## config.mk

```make
export PLATFORM = sky130hd
export DESIGN_NAME = integer_to_roman_encoder_flat
export DESIGN_NICKNAME = d
export VERILOG_FILES = /design/src/rtl/itr_pkg.sv /design/src/rtl/itr_operand_if.sv /design/src/rtl/itr_numeral_if.sv /design/src/rtl/itr_front.sv /design/src/rtl/itr_queue.sv /design/src/rtl/itr_back.sv /design/src/rtl/integer_to_roman_encoder.sv /design/src/flat_wrapper.sv
export SDC_FILE = /design/constraint.sdc
export NUM_CORES = 1
export LEC_CHECK = 0
export ABC_AREA = 1
export BUFFER_PORTS_ARGS = -buffer_cell sky130_fd_sc_hd__buf_2
export CORE_ASPECT_RATIO = 1.5
export CORE_MARGIN = 5
export CORE_UTILIZATION = 61
export CTS_CLUSTER_DIAMETER = 80
export DETAILED_ROUTE_END_ITERATION = 6
export PLACE_DENSITY = 0.8
export SYNTH_ARGS = -nofsm -noshare
export SYNTH_HDL_FRONTEND = slang
export SYNTH_HIERARCHICAL = 1
export SYNTH_SLANG_ARGS = --single-unit
```

## constraint.sdc

```tcl
create_clock -name clk -period 5.6 [get_ports clk]
set_input_delay 1.12 -clock clk [delete_from_list [all_inputs] [get_ports clk]]
set_output_delay 1.12 -clock clk [all_outputs]
set_load 0.005 [all_outputs]
```

## src/rtl/itr_pkg.sv

```systemverilog
// shared types, constants and symbol tables for the integer to roman encoder
package itr_pkg;

    // operand range
    localparam int VALUE_W = 12;
    typedef logic [VALUE_W-1:0] value_t;
    localparam value_t MAX_VALUE = 12'd3999;

    // output character
    localparam int SYM_W = 8;
    typedef logic [SYM_W-1:0] symbol_t;

    // ascii codes of the numeral letters
    localparam symbol_t SYM_NONE = 8'h00;
    localparam symbol_t LETTER_I = 8'h49;
    localparam symbol_t LETTER_V = 8'h56;
    localparam symbol_t LETTER_X = 8'h58;
    localparam symbol_t LETTER_L = 8'h4C;
    localparam symbol_t LETTER_C = 8'h43;
    localparam symbol_t LETTER_D = 8'h44;
    localparam symbol_t LETTER_M = 8'h4D;

    // greedy subtraction table, largest step first
    localparam int TABLE_SIZE = 13;
    localparam int POS_W = 4;
    typedef logic [POS_W-1:0] pos_t;

    localparam value_t STEP_VALUE [TABLE_SIZE] = '{
        12'd1000, 12'd900, 12'd500, 12'd400, 12'd100, 12'd90, 12'd50,
        12'd40, 12'd10, 12'd9, 12'd5, 12'd4, 12'd1
    };
    localparam symbol_t FIRST_LETTER [TABLE_SIZE] = '{
        LETTER_M, LETTER_C, LETTER_D, LETTER_C, LETTER_C, LETTER_X, LETTER_L,
        LETTER_X, LETTER_X, LETTER_I, LETTER_V, LETTER_I, LETTER_I
    };
    localparam symbol_t SECOND_LETTER [TABLE_SIZE] = '{
        SYM_NONE, LETTER_M, SYM_NONE, LETTER_D, SYM_NONE, LETTER_C, SYM_NONE,
        LETTER_L, SYM_NONE, LETTER_X, SYM_NONE, LETTER_V, SYM_NONE
    };

    // classification of an accepted item
    typedef enum logic [1:0] {
        CMD_CONVERT,
        CMD_ZERO,
        CMD_ERROR
    } cmd_kind_t;

    typedef struct packed {
        cmd_kind_t kind;
        value_t    value;
    } cmd_t;

    // command queue between front and back
    localparam int QUEUE_DEPTH = 2;
    localparam int QUEUE_AW    = $clog2(QUEUE_DEPTH);
    localparam int QUEUE_CNT_W = $clog2(QUEUE_DEPTH + 1);

    typedef struct packed {
        logic full;
        logic empty;
    } queue_status_t;

endpackage

```

## src/rtl/itr_operand_if.sv

```systemverilog
// input channel carrying the number to convert
interface itr_operand_if import itr_pkg::*; ();
    logic   valid;
    logic   ready;
    value_t value;

    modport source (output valid, output value, input ready);
    modport sink (input valid, input value, output ready);
endinterface

```

## src/rtl/itr_numeral_if.sv

```systemverilog
// output channel carrying one numeral character per item
interface itr_numeral_if import itr_pkg::*; ();
    logic    valid;
    logic    ready;
    symbol_t symbol;
    logic    last;
    logic    empty_res;
    logic    error;

    modport source (output valid, output symbol, output last, output empty_res,
                    output error, input ready);
    modport sink (input valid, input symbol, input last, input empty_res,
                  input error, output ready);
endinterface

```

## src/rtl/itr_front.sv

```systemverilog
// front end: accepts operands and classifies them into commands
module itr_front import itr_pkg::*; (
    itr_operand_if.sink operand,
    output logic        push_valid,
    input  logic        push_ready,
    output cmd_t        push_cmd
);

    // handshake passes straight to the queue
    assign push_valid     = operand.valid;
    assign operand.ready  = push_ready;

    // classify: out of range, zero or a real conversion
    always_comb
    begin
        push_cmd.value = operand.value;
        if (operand.value > MAX_VALUE)
        begin
            push_cmd.kind = CMD_ERROR;
        end
        else if (operand.value == '0)
        begin
            push_cmd.kind = CMD_ZERO;
        end
        else
        begin
            push_cmd.kind = CMD_CONVERT;
        end
    end

endmodule

```

## src/rtl/itr_queue.sv

```systemverilog
// small command queue decoupling front end and back end
module itr_queue import itr_pkg::*; (
    input  logic          clk,
    input  logic          rst_n,
    input  logic          push_valid,
    output logic          push_ready,
    input  cmd_t          push_cmd,
    output logic          pop_valid,
    input  logic          pop_ready,
    output cmd_t          pop_cmd,
    output queue_status_t status
);

    cmd_t                   entry_reg [QUEUE_DEPTH];
    logic [QUEUE_AW-1:0]    wr_ptr_reg, wr_ptr_next;
    logic [QUEUE_AW-1:0]    rd_ptr_reg, rd_ptr_next;
    logic [QUEUE_CNT_W-1:0] count_reg, count_next;
    logic                   do_push;
    logic                   do_pop;

    // occupancy flags
    always_comb
    begin
        status.full  = (count_reg == QUEUE_CNT_W'(QUEUE_DEPTH));
        status.empty = (count_reg == '0);
    end

    assign push_ready = !status.full;
    assign pop_valid  = !status.empty;
    assign pop_cmd    = entry_reg[rd_ptr_reg];
    assign do_push    = push_valid && push_ready;
    assign do_pop     = pop_valid && pop_ready;

    // pointer and count update
    always_comb
    begin
        wr_ptr_next = do_push ? wr_ptr_reg + 1'b1 : wr_ptr_reg;
        rd_ptr_next = do_pop ? rd_ptr_reg + 1'b1 : rd_ptr_reg;
        count_next  = count_reg + QUEUE_CNT_W'(do_push) - QUEUE_CNT_W'(do_pop);
    end

    always_ff @(posedge clk or negedge rst_n)
    begin
        if (!rst_n)
        begin
            wr_ptr_reg <= '0;
            rd_ptr_reg <= '0;
            count_reg  <= '0;
        end
        else
        begin
            wr_ptr_reg <= wr_ptr_next;
            rd_ptr_reg <= rd_ptr_next;
            count_reg  <= count_next;
        end
    end

    // entry storage, no reset needed
    always_ff @(posedge clk)
    begin
        if (do_push)
        begin
            entry_reg[wr_ptr_reg] <= push_cmd;
        end
    end

endmodule

```

## src/rtl/itr_back.sv

```systemverilog
// back end: greedy subtraction, one letter per cycle unless stalled
module itr_back import itr_pkg::*; (
    input  logic          clk,
    input  logic          rst_n,
    input  logic          cmd_valid,
    output logic          cmd_ready,
    input  cmd_t          cmd,
    itr_numeral_if.source numeral
);

    value_t  rem_reg, rem_next;
    pos_t    pos_reg, pos_next;
    logic    pend_reg, pend_next;
    logic    busy_reg, busy_next;
    logic    out_valid_reg, out_valid_next;
    symbol_t symbol_reg, symbol_next;
    logic    last_reg, last_next;
    logic    empty_reg, empty_next;
    logic    error_reg, error_next;

    logic                  adv;
    logic [TABLE_SIZE-1:0] hit;
    pos_t                  hit_pos;
    value_t                rem_diff;
    logic                  has_second;

    // output register may load when empty or being drained
    assign adv       = !out_valid_reg || numeral.ready;
    assign cmd_ready = adv && !busy_reg;

    // parallel compare against every table step not yet passed
    always_comb
    begin
        for (int i = 0; i < TABLE_SIZE; i++)
        begin
            hit[i] = (POS_W'(i) >= pos_reg) && (rem_reg >= STEP_VALUE[i]);
        end
    end

    // lowest matching table position
    always_comb
    begin
        hit_pos = pos_reg;
        for (int i = TABLE_SIZE - 1; i >= 0; i--)
        begin
            if (hit[i])
            begin
                hit_pos = POS_W'(i);
            end
        end
    end

    assign rem_diff   = rem_reg - STEP_VALUE[hit_pos];
    assign has_second = (SECOND_LETTER[hit_pos] != SYM_NONE);

    // next state and next output item
    always_comb
    begin
        rem_next       = rem_reg;
        pos_next       = pos_reg;
        pend_next      = pend_reg;
        busy_next      = busy_reg;
        out_valid_next = out_valid_reg && !numeral.ready;
        symbol_next    = symbol_reg;
        last_next      = last_reg;
        empty_next     = empty_reg;
        error_next     = error_reg;
        if (adv)
        begin
            if (busy_reg)
            begin
                out_valid_next = 1'b1;
                empty_next     = 1'b0;
                error_next     = 1'b0;
                if (pend_reg)
                begin
                    // second letter of a subtractive pair
                    symbol_next = SECOND_LETTER[pos_reg];
                    last_next   = (rem_reg == '0);
                    pend_next   = 1'b0;
                    busy_next   = (rem_reg != '0);
                end
                else
                begin
                    // first letter of the largest fitting step
                    symbol_next = FIRST_LETTER[hit_pos];
                    rem_next    = rem_diff;
                    pos_next    = hit_pos;
                    pend_next   = has_second;
                    last_next   = !has_second && (rem_diff == '0);
                    busy_next   = has_second || (rem_diff != '0);
                end
            end
            else if (cmd_valid)
            begin
                case (cmd.kind)
                    CMD_CONVERT:
                    begin
                        rem_next  = cmd.value;
                        pos_next  = '0;
                        pend_next = 1'b0;
                        busy_next = 1'b1;
                    end
                    CMD_ZERO:
                    begin
                        out_valid_next = 1'b1;
                        symbol_next    = SYM_NONE;
                        last_next      = 1'b1;
                        empty_next     = 1'b1;
                        error_next     = 1'b0;
                    end
                    CMD_ERROR:
                    begin
                        out_valid_next = 1'b1;
                        symbol_next    = SYM_NONE;
                        last_next      = 1'b1;
                        empty_next     = 1'b0;
                        error_next     = 1'b1;
                    end
                    default:
                    begin
                        busy_next = 1'b0;
                    end
                endcase
            end
        end
    end

    // control state
    always_ff @(posedge clk or negedge rst_n)
    begin
        if (!rst_n)
        begin
            rem_reg       <= '0;
            pos_reg       <= '0;
            pend_reg      <= 1'b0;
            busy_reg      <= 1'b0;
            out_valid_reg <= 1'b0;
        end
        else
        begin
            rem_reg       <= rem_next;
            pos_reg       <= pos_next;
            pend_reg      <= pend_next;
            busy_reg      <= busy_next;
            out_valid_reg <= out_valid_next;
        end
    end

    // output payload
    always_ff @(posedge clk)
    begin
        symbol_reg <= symbol_next;
        last_reg   <= last_next;
        empty_reg  <= empty_next;
        error_reg  <= error_next;
    end

    assign numeral.valid     = out_valid_reg;
    assign numeral.symbol    = symbol_reg;
    assign numeral.last      = last_reg;
    assign numeral.empty_res = empty_reg;
    assign numeral.error     = error_reg;

endmodule

```

## src/rtl/integer_to_roman_encoder.sv

```systemverilog
// top level of the integer to roman numeral encoder
//
// operand channel takes one 12-bit unsigned number per item; numeral channel
// returns its roman numeral as ascii letters, one letter per item, with last
// set on the final letter. zero gives one item with empty_res set, a number
// above 3999 gives one item with error set; both carry symbol 0 and last.
// the front end classifies each number and places it in a two-entry queue,
// so operands are taken while the back end is still emitting letters.
// an operand passes through the queue entry, then (for a conversion) the
// back-end load, and then into the output register.
// the back end first loads a number and then emits one letter per cycle
// while the receiver is ready; zero and error go out directly as one item.
// the letter rate is set by the single subtract-and-select unit in the back end.
// when the receiver stalls the output register holds, the back end waits and
// the queue fills, after which operand ready drops.
// reset clears the queue, the back end and the output valid at once.
module integer_to_roman_encoder import itr_pkg::*; (
    input  logic          clk,
    input  logic          rst_n,
    itr_operand_if.sink   operand,
    itr_numeral_if.source numeral
);

    logic          push_valid;
    logic          push_ready;
    cmd_t          push_cmd;
    logic          pop_valid;
    logic          pop_ready;
    cmd_t          pop_cmd;
    queue_status_t q_status;

    // classification
    itr_front u_front (
        .operand    (operand),
        .push_valid (push_valid),
        .push_ready (push_ready),
        .push_cmd   (push_cmd)
    );

    // command queue
    itr_queue u_queue (
        .clk        (clk),
        .rst_n      (rst_n),
        .push_valid (push_valid),
        .push_ready (push_ready),
        .push_cmd   (push_cmd),
        .pop_valid  (pop_valid),
        .pop_ready  (pop_ready),
        .pop_cmd    (pop_cmd),
        .status     (q_status)
    );

    // letter generation
    itr_back u_back (
        .clk       (clk),
        .rst_n     (rst_n),
        .cmd_valid (pop_valid),
        .cmd_ready (pop_ready),
        .cmd       (pop_cmd),
        .numeral   (numeral)
    );

    // queue can never be full and empty together
    assert property (@(posedge clk) disable iff (!rst_n)
        !(q_status.full && q_status.empty))
        else $error("queue reports full and empty");

    // error item is a single marked item with no letter
    assert property (@(posedge clk) disable iff (!rst_n)
        numeral.valid && numeral.error |->
            numeral.last && !numeral.empty_res && (numeral.symbol == SYM_NONE))
        else $error("malformed error item");

    // a letter item always carries a numeral letter
    assert property (@(posedge clk) disable iff (!rst_n)
        numeral.valid && !numeral.error && !numeral.empty_res |->
            (numeral.symbol == LETTER_I) || (numeral.symbol == LETTER_V) ||
            (numeral.symbol == LETTER_X) || (numeral.symbol == LETTER_L) ||
            (numeral.symbol == LETTER_C) || (numeral.symbol == LETTER_D) ||
            (numeral.symbol == LETTER_M))
        else $error("letter item with invalid symbol");

    // an operand above the maximum is queued as an error command
    assert property (@(posedge clk) disable iff (!rst_n)
        operand.valid && operand.ready && (operand.value > MAX_VALUE) |->
            (push_cmd.kind == CMD_ERROR))
        else $error("out of range operand not flagged");

endmodule

```

## src/flat_wrapper.sv

```systemverilog
// flat-port wrapper written by rule: the top's interface ports become plain ports
module integer_to_roman_encoder_flat import itr_pkg::*;
  (clk, rst_n, operand_valid, operand_value, operand_ready, numeral_valid, numeral_symbol, numeral_last, numeral_empty_res, numeral_error, numeral_ready);
  itr_operand_if operand_i ();
  itr_numeral_if numeral_i ();
  input  logic clk;
  input  logic rst_n;
  input wire logic [$bits(operand_i.valid)-1:0] operand_valid;
  input wire logic [$bits(operand_i.value)-1:0] operand_value;
  output wire logic [$bits(operand_i.ready)-1:0] operand_ready;
  output wire logic [$bits(numeral_i.valid)-1:0] numeral_valid;
  output wire logic [$bits(numeral_i.symbol)-1:0] numeral_symbol;
  output wire logic [$bits(numeral_i.last)-1:0] numeral_last;
  output wire logic [$bits(numeral_i.empty_res)-1:0] numeral_empty_res;
  output wire logic [$bits(numeral_i.error)-1:0] numeral_error;
  input wire logic [$bits(numeral_i.ready)-1:0] numeral_ready;
  assign operand_i.valid = operand_valid;
  assign operand_i.value = operand_value;
  assign operand_ready = operand_i.ready;
  assign numeral_valid = numeral_i.valid;
  assign numeral_symbol = numeral_i.symbol;
  assign numeral_last = numeral_i.last;
  assign numeral_empty_res = numeral_i.empty_res;
  assign numeral_error = numeral_i.error;
  assign numeral_i.ready = numeral_ready;
  integer_to_roman_encoder u_core (.clk(clk), .rst_n(rst_n), .operand(operand_i), .numeral(numeral_i));
endmodule
```

==> flow_summary_export.csv, run 1 <==
group,metric,value,unit
run_status,outcome,"complete, no violations",
sta,drv_slew,0,
clock_tree,hold_buffers,0,
sta,tightest_slew,1.10,ns
placed_design,placed_cell_area,0.00416,mm2
routing,drt_iter0_markers,216,
final_layout,nNetsFinal,566,
setup_path,crit_slowest_cell,"fa_1",
clock_tree,cts.repair.resized,0,
sta,hold_viol,0,
sta,setup_viol,0,
placed_design,gp_congestion,0.957,
setup_path,required,5.83,ns
clock_tree,cts_tree,"done",
setup_path,ff2ff_path_depth,36,
setup_path,critical_path.most_common_cell,"nand2_1",
worst_hold_path,min_from,"u_core/u_queue/wr_ptr_reg",
setup_path,r2r-start,"u_core/u_back/rem_reg[3]",
clock_tree,cts_setup_buffers,0,
setup_path,rr_endpoint,"u_core/u_back/busy_reg",
clock_tree,cts_buffer_depth,2,
sta,fin_skew,0.0133,ns
floorplan,die_h,111,um
final_layout,area_growth,6.63,%
floorplan,initial_core_util,62.9,%
routing,drtAntennaViolNets,0,
setup_path,slowest_delay,0.41,ns
clock_tree,worstSkewPairLatency,0.34,ns
floorplan,die_w,77.2,um
sta,period_needed,4.80,ns
yosys,syn_area_per_cell,7.97,um2
clock_tree,cts_buffers,9,
routing,drc,0,
sta,fin_crit_sh,85.8,%
setup_path,worst_setup_path_end_kind,"flop",
setup_path,cp_max_fo,11,
clock_tree,cts_sinks,60,
sta,fmax,208,MHz
floorplan,rows,36,
setup_path,ff2ff_setup_slack,0.80,ns
final_layout,fin_area,0.00441,mm2
sta,fin_setup_tns,0,ns
global_routing,globalRouteTotalUtil,23.0,%
clock_tree,root_buffer,"clkbuf_8",
sta,maxSlewHeadroom,26.6,%
routing,num_vias,3484,
final_layout,largest_register_ffs,28,
job,max_cap_violations,0,
routing,wire_per_inst,15.5,um
sta,rsz0062_at_grt,"no",
global_routing,grt_pass1_wl,15.8,mm
routing,drt_wl_total,9.43,mm
yosys,ys_warn_count,6,
global_routing,grt_max_degree,34,
worst_hold_path,hold_path_class,"reg2reg",
setup_path,crit_arrival,5.03,ns
clock_tree,cts_max_level,3,
routing,firstDrtPassIters,5,
global_routing,grt_pass1_vias,3450,
worst_hold_path,hold_depth,2,
placed_design,dp_hpwl,7.16,mm
floorplan,die-area,0.00856,mm2
final_layout,drive_gt1_share,14.0,%
final_layout,n_antenna_cell,0,
setup_path,crit_type,"reg2reg",
floorplan,core-area,0.00658,mm2
setup_path,startpoint_type,"flop",
placed_design,io_buffers,26,
worst_hold_path,whs_endpoint,"u_core/u_queue/wr_ptr_reg",
floorplan,pin_count,29,
yosys,synthesis.area,0.00414,mm2
global_routing,antenna_found_initial,0,
global_routing,overflow,0,
yosys,synthCells,519,
routing,routed_via_density,5.71,
clock_tree,clk_pin_slew,0.07,ns
==> layout make-up <==
| class | instances | area, um2 |
|---|---|---|
| Timing Repair Buffer | 26 | 130 |
| Sequential cell | 60 | 1690 |
| Clock buffer | 9 | 124 |
| Multi-Input combinational cell | 355 | 1960 |
| Fill cell | 568 | 2170 |
| Tap cell | 76 | 95.1 |
| Clock inverter | 7 | 124 |
| Inverter | 77 | 294 |
==> worst max-delay path by stage <==
stage	cells past startpoint	from	to
floorplan	37	u_core/u_back/rem_reg[5]	u_core/u_back/numeral.last
global placement	37	u_core/u_back/rem_reg[5]	u_core/u_back/numeral.last
detailed placement	37	u_core/u_back/rem_reg[3]	u_core/u_back/numeral.last
CTS	37	u_core/u_back/rem_reg[3]	u_core/u_back/numeral.last
global route	36	u_core/u_back/rem_reg[3]	u_core/u_back/busy_reg
finish	36	u_core/u_back/rem_reg[3]	u_core/u_back/busy_reg
==> metrics by stage <==
stage	util, %	hold slack (ns)	std cells	setup slack (ns)
5_1_grt	67.0	0.519	610	0.333
2_1_floorplan	-	0.442	520	1.53
3_3_place_gp	63.3	0.453	594	0.976
4_1_cts	67.0	0.484	610	0.903
3_5_place_dp	63.3	0.467	594	0.907
6_report	67.0	0.487	610	0.796
==> critical path, delay by kind of cell, from the launching register on <==
family	cells	cell delay [ns]
AO/OA/AOI/OAI	3	0.42
XOR/XNOR	1	0.25
adder cells (fa/ha/maj)	3	0.97
buffers and inverters	3	0.40
flip-flops	1	0.40
AND/OR/NAND/NOR	26	2.26
==> routing by layer <==
metal	vias up	GRT usage, %	share of wire, %
met1	1623	24.4	37
met4	0	13.1	4.5
met2	113	41.7	54
met5	-	0	0
met3	36	3.74	4.4
li1	1712	-	-
==> layout by cell type (no fill, tap or decap), types with 2 or more instances in the layout <==
| cell type | instances |
|---|---|
| o22ai_1 | 10 |
| nor3_1 | 7 |
| clkinv_4 | 2 |
| o21ai_1 | 2 |
| conb_1 | 2 |
| nand3_1 | 19 |
| inv_2 | 2 |
| clkbuf_8 | 9 |
| o211ai_1 | 11 |
| inv_6 | 2 |
| nand2_2 | 13 |
| dfrtp_1 | 23 |
| nand4_1 | 6 |
| o31ai_1 | 5 |
| buf_2 | 26 |
| clkinv_1 | 2 |
| inv_1 | 72 |
| nand2_1 | 141 |
| xnor2_1 | 3 |
| ha_1 | 20 |
| xor2_1 | 6 |
| o21ai_0 | 27 |
| edfxtp_1 | 37 |
| nand2_4 | 3 |
| o2111ai_1 | 2 |
| bufinv_16 | 3 |
| nor2_1 | 36 |
| nand3_2 | 4 |
| o221ai_1 | 2 |
| a21oi_1 | 19 |
| nor2_4 | 4 |
Power of run 1 is not shown: default switching activity piles up to over one toggle a cycle in this logic, so the estimate is an artifact.
==> inputs of run 2 (changes only) <==
--- a/config.mk
+++ b/config.mk
@@ -10,5 +10,5 @@
 export CORE_ASPECT_RATIO = 1.5
 export CORE_MARGIN = 5
-export CORE_UTILIZATION = 61
+export CORE_UTILIZATION = 60
 export CTS_CLUSTER_DIAMETER = 80
 export DETAILED_ROUTE_END_ITERATION = 6
@@ -16,4 +16,3 @@
 export SYNTH_ARGS = -nofsm -noshare
 export SYNTH_HDL_FRONTEND = slang
-export SYNTH_HIERARCHICAL = 1
 export SYNTH_SLANG_ARGS = --single-unit
==> constraint.sdc (replaced) <==
create_clock -name clk -period 5.6 [get_ports clk]
set_input_delay 1.12 -clock clk [delete_from_list [all_inputs] [get_ports clk]]
set_output_delay 1.12 -clock clk [all_outputs]
set_load 0.05 [all_outputs]
==> flow_summary_export.csv, run 2 <==
group,metric,value,unit
sta,fin_crit_sh,84.1,%
clock_tree,cts_buffers,9,
global_routing,globalRouteTotalUtil,24.4,%
yosys,ys.flop_type,"edfxtp_1",
global_routing,met1_usage,24.9,%
setup_path,startpoint_type,"flop",
placed_design,gp_congestion,0.926,
global_routing,grt_pass1_wl,14.6,mm
job,max_cap_violations,0,
routing,wire_per_inst,15.9,um
yosys,ys_warn_count,0,
routing,drt_iter0_markers,207,
sta,period_needed,4.71,ns
routing,routed_via_density,5.72,
final_layout,finalNonFillerCells,547,
floorplan,pin_count,29,
floorplan,die_h,106,um
sta,drv_slew,0,
clock_tree,cts_buffer_depth,2,
clock_tree,worstSkewPairLatency,0.34,ns
yosys,synth_top_area_cell,"edfxtp_1",
run_status,outcome,"complete, no violations",
setup_path,path_delay_family,"simple AND/OR/NAND/NOR gates",
placed_design,io_buffers,26,
yosys,syn_area_per_cell,8.44,um2
sta,fin_skew,0.0116,ns
sta,tightest_slew,1.16,ns
yosys,postSynth.asyncResetShare,38.3,%
sta,maxSlewHeadroom,22.5,%
clock_tree,clk_pin_slew,0.07,ns
global_routing,overflow,0,
worst_hold_path,hold_depth,2,
final_layout,largest_register_ffs,28,
clock_tree,cts_tree,"done",
floorplan,die-area,0.00788,mm2
clock_tree,cts_max_level,3,
global_routing,antenna_found_initial,0,
setup_path,slowest_delay,0.42,ns
routing,drt_wl_total,8.69,mm
yosys,synthesis.area,0.00370,mm2
placed_design,post-place-cells,531,
final_layout,nNetsFinal,505,
routing,drc,0,
clock_tree,cts_setup_buffers,0,
global_routing,grt_most_used_layer,"met2",
yosys,synth_top_area_share,30.0,%
worst_hold_path,hold_path_class,"reg2reg",
clock_tree,cts.repair.resized,0,
final_layout,mostFrequentLayoutCells,"nand2_1, inv_1, o21ai_0, edfxtp_1, nor2_1",
floorplan,rows,35,
yosys,synthCells,439,
sta,fin_setup_tns,0,ns
clock_tree,root_buffer,"clkbuf_8",
clock_tree,hold_buffers,0,
placed_design,dp_hpwl,6.77,mm
routing,firstDrtPassIters,4,
yosys,synth-seq-cells,60,
sta,hold_viol,0,
yosys,yosysMostFrequentCell,"nand2_1",
setup_path,ff2ff_setup_slack,0.89,ns
yosys,ys_seq_area_share,45.5,%
global_routing,grt_pass1_vias,3150,
setup_path,crit_type,"reg2reg",
routing,num_vias,3129,
routing,drtAntennaViolNets,0,
final_layout,n_antenna_cell,0,
setup_path,ff2ff_path_depth,37,
sta,fmax,212,MHz
yosys,synth_edf_count,37,
setup_path,crit_arrival,4.94,ns
setup_path,critical_path.most_common_cell,"nand2_1",
final_layout,final.fill_count,526,
setup_path,crit_slowest_cell,"fa_1",
setup_path,cp_max_fo,12,
clock_tree,cts_sinks,60,
global_routing,grt_use_met3,5.49,%
yosys,ys_types,44,
final_layout,area_growth,10.4,%
yosys,yosys-top-cells-count,"nand2_1, inv_1, o21ai_0",
final_layout,drive_gt1_share,13.7,%
floorplan,initial_core_util,60.9,%
setup_path,path_buf_inv,1,
setup_path,required,5.83,ns
sta,rsz0062_at_grt,"no",
final_layout,layout_commonest_cell,"nand2_1",
sta,setup_viol,0,
floorplan,die_w,74.2,um
setup_path,worst_setup_path_end_kind,"flop",
global_routing,grt_max_degree,24,
yosys,yosys-top-cells-area,"edfxtp_1, dfrtp_1, nand2_1",
setup_path,cp.depth,37,
global_routing,use_met2,45.7,%
floorplan,core-area,0.00609,mm2
run 2: kinds of logic after synthesis:
group / share of synthesized area [%]
AND/OR/NAND/NOR: 21.8
AO/OA/AOI/OAI: 15.4
buffers and inverters: 7.06
flip-flops: 45.5
adder cells (fa/ha/maj): 7.29
XOR/XNOR: 2.84
other: 0.101
run 2: path summary, 6_finish.rpt:
check / startpoint / to
hold reg to reg: u_core.u_queue.wr_ptr_reg / u_core.u_queue.wr_ptr_reg
min in group asynchronous: rst_n / u_core.u_back.rem_reg[1]
setup reg to reg: u_core.u_back.rem_reg[2] / u_core.u_back.busy_reg
hold / removal: u_core.u_queue.wr_ptr_reg / u_core.u_queue.wr_ptr_reg
max in group asynchronous: rst_n / u_core.u_queue.count_reg[0]
setup / recovery: u_core.u_back.rem_reg[2] / u_core.u_back.busy_reg
run 2: tightest hold or removal path, delay by kind of cell, from the launching register on:
| kind | cells | cell delay [ns] |
|---|---|---|
| and+or+nand+nor | 1 | 0.09 |
| DFF | 1 | 0.37 |
| AOI/OAI and AO/OA | 1 | 0.05 |
run 2: per-stage QoR:
stage / setup slack, ns / util (%) / cell area [um2] / hold slack, ns
6_report: 0.892 / 67.2 / 4090 / 0.550
5_1_grt: 0.209 / 67.2 / 4090 / 0.590
4_1_cts: 0.863 / 67.2 / 4090 / 0.557
3_5_place_dp: 0.932 / 63.8 / 3880 / 0.542
3_3_place_gp: 1.00 / 63.8 / 3880 / 0.501
2_1_floorplan: 1.52 / - / 3710 / 0.485
run 2: final cells by class:
cell class                 count  area (um2)  area share, %
multi-input combinational    315        1760           43.0
sequential                    60        1690           41.2
inverter                      56         213           5.20
clock buffer                  10         138           3.36
timing repair buffer          26         130           3.18
tap                           74        92.6           2.26
clock inverter                 6        71.3           1.74
run 2: metal layers:
metal | wire (um) | vias to the layer above | share of wire, %
met5 | 0 | - | 0
met4 | 284 | 0 | 3.3
met3 | 300 | 24 | 3.5
met2 | 4910 | 76 | 56
met1 | 3200 | 1480 | 37
li1 | - | 1549 | -
Power of run 2 is left out for the same reason.
==> inputs of run 3 (changes only) <==
Settings changed: ABC_AREA 1 to 0, CORE_UTILIZATION 60 to 55, PLACE_DENSITY 0.8 to 0.77.
Clock period 5.6 ns to 4.1 ns, I/O delays scaled along.
==> flow_summary_export.csv, run 3 <==
group,metric,value,unit
setup_path,required,4.32,ns
sta,fmax,227,MHz
final_layout,finalNonFillerCells,599,
floorplan,pin_count,29,
sta,tightest_slew,1.12,ns
sta,fin_skew,0.00703,ns
setup_path,crit_type,"reg2reg",
final_layout,drive_gt1_share,34.9,%
floorplan,die-area,0.00886,mm2
final_layout,multi_input_area,0.00226,mm2
final_layout,fin_area,0.00515,mm2
setup_path,path_cells,"or3_4 > nor4_4 > a22o_1 > o311ai_2 > o22a_4 > ha_4 > inv_4 > a21oi_4 > ha_4 > fa_2 > nor2b_4 > o22ai_2 > xor2_1 > nand3_1 > or3_4 > or3_4 > o41ai_4 > or2_1",
global_routing,overflow,0,
routing,drc,0,
global_routing,grt_pass1_vias,3662,
routing,routed_via_density,5.93,
sta,fin_ws,-0.297,ns
run_status,failed_checks,"setup timing",
placed_design,placed_cell_area,0.00471,mm2
clock_tree,worstSkewPairLatency,0.35,ns
worst_hold_path,hold_path_class,"in2async",
final_layout,largest_register_ffs,28,
routing,wire_per_inst,18.2,um
clock_tree,cts_buffers,9,
clock_tree,cts_tree,"done",
clock_tree,hold_buffers,0,
yosys,ys_seq_area_share,43.5,%
clock_tree,cts_buffer_depth,2,
setup_path,cp_max_fo,4,
final_layout,layout_commonest_cell,"buf_4",
routing,firstDrtPassIters,4,
setup_path,crit_arrival,4.62,ns
sta,rsz0062_at_grt,"yes",
placed_design,dp_hpwl,8.36,mm
sta,hold_viol,0,
yosys,ys.flop_type,"edfxtp_1",
final_layout,area_growth,33.0,%
floorplan,initial_core_util,56.5,%
placed_design,gp_congestion,0.968,
final_layout,nNetsFinal,553,
sta,drv_slew,0,
sta,fin_crit_sh,107,%
sta,setup_viol,4,
sta,timing.hold.ws,0.477,ns
floorplan,rows,37,
routing,drt_wl_total,10.9,mm
routing,drt_iter0_markers,238,
yosys,postSynth.asyncResetShare,38.3,%
setup_path,critical_path.most_common_cell,"or3_4",
run_status,outcome,"finished with violations",
global_routing,grt_max_degree,30,
yosys,ys_warn_count,0,
placed_design,post-place-cells,577,
yosys,synth-seq-cells,60,
yosys,synth_top_area_cell,"edfxtp_1",
final_layout,mostFrequentLayoutCells,"buf_4, nand2_1, nor2_1, edfxtp_1, o21ai_0",
global_routing,grt_pass1_wl,17.5,mm
yosys,yosys-top-cells-area,"edfxtp_1, dfrtp_1, ha_1",
final_layout,final.fill_count,501,
yosys,synth_edf_count,37,
sta,fin_setup_tns,-0.702,ns
sta,maxSlewHeadroom,25.1,%
setup_path,worst_setup_path_end_kind,"flop",
routing,drtAntennaViolNets,0,
global_routing,antenna_found_initial,0,
final_layout,n_antenna_cell,0,
yosys,syn_area_per_cell,9.47,um2
setup_path,crit_slowest_cell,"dfrtp_2",
floorplan,die_w,78.5,um
yosys,yosys-top-cells-count,"nand2_1, nor2_1, o21ai_0",
routing,num_vias,3554,
job,max_cap_violations,0,
clock_tree,cts_sinks,60,
floorplan,die_h,113,um
global_routing,globalRouteTotalUtil,26.0,%
sta,period_needed,4.40,ns
placed_design,io_buffers,26,
floorplan,core-area,0.00685,mm2
setup_path,slowest_delay,0.44,ns
yosys,synthesis.area,0.00387,mm2
yosys,ys_types,64,
clock_tree,clk_pin_slew,0.07,ns
clock_tree,cts_max_level,3,
final_layout,regArea,0.00169,mm2
clock_tree,root_buffer,"clkbuf_8",
yosys,yosysMostFrequentCell,"nand2_1",
yosys,synth_top_area_share,28.7,%
yosys,synthCells,409,
setup_path,startpoint_type,"flop",
-- run 3: cell types whose count changed after synthesis, sizes merged, moves of 5 or more --
| cell | delta |
|---|---|
| clkbuf | +14 |
| nand2 | -63 |
| inv | -42 |
| o22ai | -7 |
| mux2i | +12 |
| nand3 | -13 |
| or3 | +5 |
| xor2 | -5 |
| nor3 | +8 |
-- run 3: per-stage QoR --
step	setup WS [ns]	utilization, %
CTS	-0.273	73.0
finish	-0.297	75.2
detailed placement	-0.469	68.7
floorplan	-0.143	-
global route	-0.463	75.2
global placement	-0.399	68.7
-- run 3: kinds of logic (layout without fill, tap and decap cells) --
group           count (synthesis)  after routing  share of synthesized area (%)
buf+inv                        38            149                           4.20
other cells                     1              2                         0.0968
fa+ha+maj                      21             21                           6.98
xor+xnor                       10             10                           2.26
mux                            16             16                           4.26
flops                          60             60                           43.5
compound gates                123            123                           21.1
simple gates                  140            140                           17.6
-- run 3: path summary, 6_finish.rpt --
kind / start / to / slack (ns) / cells after the start
worst max-delay path: u_core.u_back.rem_reg[11] / u_core.u_back.numeral.last / -0.30 / 18
worst min-delay path: rst_n / u_core.u_back.pend_reg / 0.48 / 1
worst max register to register: u_core.u_back.rem_reg[11] / u_core.u_back.numeral.last / -0.30 / 18
worst min register to register: u_core.u_queue.wr_ptr_reg / u_core.u_queue.wr_ptr_reg / 0.50 / 1
max in group asynchronous: rst_n / u_core.u_back.rem_reg[4] / 3.19 / 1
min in group clk: u_core.u_queue.wr_ptr_reg / u_core.u_queue.wr_ptr_reg / 0.50 / 1
-- run 3: area by class of cell --
class,instances,area share (%)
Tap cell,78,1.89
Clock inverter,5,1.48
Multi-Input combinational cell,312,43.9
Timing Repair Buffer,121,16.4
Sequential cell,60,32.8
Clock buffer,11,2.55
Inverter,12,0.923
-- run 3: repair_timing --
action,4_1_cts,5_1_grt
setup buffers,4,3
resized for setup,11,30
pin swaps,3,8
setup endpoints to repair,6,8
-- run 3: per-layer routing --
layer / vias up / share of wire (%) / global-route usage (%)
met1: 1668 / 35 / 25.4
met2: 115 / 55 / 49.2
met5: - / 0 / 0
met3: 40 / 4.0 / 4.70
met4: 0 / 5.6 / 15.9
li1: 1731 / - / -
-- run 3: critical path: cells and delay by family, from the launching register on --
family                     cells  cell delay (ns)
AOI/OAI and AO/OA              6             0.95
xor gates and xnor gates       1             0.22
adders and majority gates      3             0.76
buffers and inverters          1             0.07
DFF                            1             0.44
and+or+nand+nor                7             1.83
Power of run 3 is left out for the same reason.
